==> config.mk <==
export PLATFORM = sky130hd
export DESIGN_NAME = ahsf_ram
export DESIGN_NICKNAME = d
export VERILOG_FILES = /design/src/design/ahsf_ram.sv
export SDC_FILE = /design/constraint.sdc
export NUM_CORES = 2
export LEC_CHECK = 0
export ABC_AREA = 1
export BUFFER_PORTS_ARGS = -buffer_cell sky130_fd_sc_hd__buf_4
export CAP_MARGIN = 25
export CORE_MARGIN = 8
export CORE_UTILIZATION = 50
export CTS_CLUSTER_DIAMETER = 120
export DETAILED_ROUTE_END_ITERATION = 12
export PLACE_DENSITY_LB_ADDON = 0.1
export SYNTH_ARGS = -nofsm -noshare
export SYNTH_HDL_FRONTEND = slang
export SYNTH_SLANG_ARGS = --single-unit
==> constraint.sdc <==
create_clock -name i_clk -period 2.3 [get_ports i_clk]
set_input_delay 0.46 -clock i_clk [delete_from_list [all_inputs] [get_ports i_clk]]
set_output_delay 0.46 -clock i_clk [all_outputs]
set_load 0.01 [all_outputs]
==> src/design/ahsf_ram.sv <==
// Generic simple dual-port RAM, one write and one registered read port.
// No dependencies.
module ahsf_ram #(
    parameter int WIDTH = 8,
    parameter int DEPTH = 256
) (
    input  logic                     i_clk,
    input  logic                     i_we,
    input  logic [$clog2(DEPTH)-1:0] i_waddr,
    input  logic [WIDTH-1:0]         i_wdata,
    input  logic [$clog2(DEPTH)-1:0] i_raddr,
    output logic [WIDTH-1:0]         o_rdata
);
    logic [WIDTH-1:0] r_mem [DEPTH];
    logic [WIDTH-1:0] r_rdata;

    always_ff @(posedge i_clk) begin
        if (i_we) begin
            r_mem[i_waddr] <= i_wdata;
        end
        r_rdata <= r_mem[i_raddr];
    end

    assign o_rdata = r_rdata;
endmodule

==> metrics.cfg <==
[yosys]
synth_xor_area_share_pct = 0
synth.area.mux_share_pct = 0
synthSimpleGateAreaFrac_pct = 22.9
synthesis.nets = 7029
netlist_instances = 7003
synth_top_area_cell = edfxtp_1
yosys_warnings = 0
synth_compound_area_share_pct = 0
synth_cell_types = 14
synth.top_cell.area_share_pct = 73.7
syn_area_mm2 = 0.0834
ys_seq_area_share_pct = 73.9
synth_top_family_by_area = simple AND/OR/NAND/NOR gates
synth-adder-area-share_pct = 0
syn_avg_cell_area_um2 = 11.9
ys_ff_latch = 2056
synthTopCellsByArea = edfxtp_1, nand3_1, nand2_1, buf_2, nor2_1

[clock_network]
ctsHtreeMaxLevel = 4
cts_tree = built
cts_buffer_depth = 3
cts-root-buf = clkbuf_16
postCtsSetupRepairBufs = 0
clock_latency_ns = 0.84
clkSinkCount = 2056
cts_buffers = 207
path_clk_slew_ns = 0.06

[sta]
finalHoldViolations = 0
totalNegativeSetupSlack_ns = 0
clock.fmax_mhz = 477
whs_ns = 0.0586
fin_crit_sh_pct = 91.2
finClkSkew_ns = 0.0228
report.final.slew_viol_count = 0
fin_crit_ns = 2.10
tightestPinTransition_ns = 0.790
setup_viol = 0
maxSlewHeadroom_pct = 47.3
fin_ws_ns = 0.202
rsz0062_at_grt = false

[global_routing]
track_usage_pct = 27.1
grt_pass1_vias = 55200
antenna_found_initial = 11
grt_max_degree = 80
grt-ovfl-total = 0
grt_pass1_wl_mm = 365

[cells_and_area]
finalNetCount = 7537
syn_to_final_growth_pct = 17.6
final_core_util_pct = 58.9
drive_above_1_share_pct = 14.0

[setup_path]
cp.arrival_ns = 1.64
slowest_stage = dfxtp_1
crit_chain = buf_4
crit_buf_inv = 1
worstSetupPathType = reg2out
cp_max_fo = 1
cp_slowest_stage_delay_ns = 0.60
path_delay_family = flip-flops
critPathRequiredTime_ns = 1.84
cp-end-kind = output port
start_kind = flop

[route]
routedWlPerCell_um = 25.0
drt_first_pass_iters = 6
via_per_inst = 5.75
drtIter0Drc = 7187
wirelength_mm = 247
via_count = 56900
ant_nets = 0
drc = 0

[pwr]
ir_drop_mv = 0.729
p_int_mw = 61.5
p_sw_mw = 18.1
switching_share_pct = 22.7
p_leak_nw = 35.4
seq_power_share_pct = 51.9
p_comb_share_pct = 7.0
power_mw = 79.6
pwr-share-clk_pct = 41.0
powerDensity_mw_per_mm2 = 812

[place]
portBuffers = 33
place_ws_ns = -0.519
dp_hpwl_mm = 155
place_congestion = 0.875

[floorplan]
start_util_pct = 50.1
coreArea_mm2 = 0.166
die_y_um = 424
die-area_mm2 = 0.180
pin_count = 34
rows = 150
die_w_um = 424

[outcome]
status = completed

[hold_path]
hp-class = in2reg

[flow_run]
maxCapViolCount = 0

[logic make-up after synthesis]
group,Yosys count
simple gates,4425
flops,2056
buf+inv,522
[final cells by class]
cell class,instances,area (um^2)
fillers,13300,68400
flip-flops and latches,2056,61700
multi-input cells,4425,19200
repair buffers,782,7770
clock buffers,265,5530
well taps,2204,2760
clock inverters,120,997
inverters,39,180
diodes,3,7.51
[worst paths after layout]
path                start  slack [ns]  cells past startpoint            to
max            o_rdata[6]        0.20                      1    o_rdata[6]
min            i_wdata[7]        0.06                      1  r_mem[72][7]
max reg2reg  r_mem[37][7]        0.26                     10    o_rdata[7]
min reg2reg  r_mem[23][6]        1.03                     10    o_rdata[6]
[registers in the layout, summed over array words and instances (netlist names)]
name	count
o_rdata	8
r_mem	2048
[per-layer routing]
metal  share of wire (%)  vias to the layer above  track usage, %
met4                 3.6                        0            9.50
met2                  47                     2479            43.3
met1                  41                    28100            37.9
met5                   0                        -               0
met3                 8.2                      409            4.46
li1                    -                    25900               -
[stage by stage]
| stage | cells | instance area, um^2 |
|---|---|---|
| floorplan | 7003 | 83400 |
| global placement | 9501 | 91500 |
| detailed placement | 9501 | 91500 |
| CTS | 9891 | 98100 |
| global route | 9894 | 98100 |
| finish | 9894 | 98100 |
[Yosys cell counts (all sizes together)]
library cell and number:
nand3 2019, dfxtp 8, buf 371, nand2 2123
inv 39, clkbuf 112, edfxtp 2048, nor2 283
[layout by cell type, fill, tap and decap left out, types with 11 or more instances in the layout]
cell type,n
buf_12,144
buf_4,622
buf_8,11
bufinv_16,14
clkbuf_1,50
clkbuf_16,212
clkinv_1,50
clkinv_2,41
edfxtp_1,2048
inv_1,34
nand2_1,2112
nand2_2,11
nand3_1,2019
nor2_1,283
[timing repair]
action	4_1_cts	5_1_grt
endpoints found under the hold margin	26	0
hold buffers	5	0
gates resized for setup	0	0
[power groups by stage]
stage,Combinational [mW],Sequential [mW],Clock [mW]
6_report,5.60,41.4,32.7
5_1_grt,6.00,41.3,34.5
4_1_cts,5.58,41.4,33.2
3_5_place_dp,5.56,42.1,0
3_3_place_gp,5.52,42.1,0
2_1_floorplan,2.55,42.1,0
Note: power is estimated with default switching activity, not from simulation.
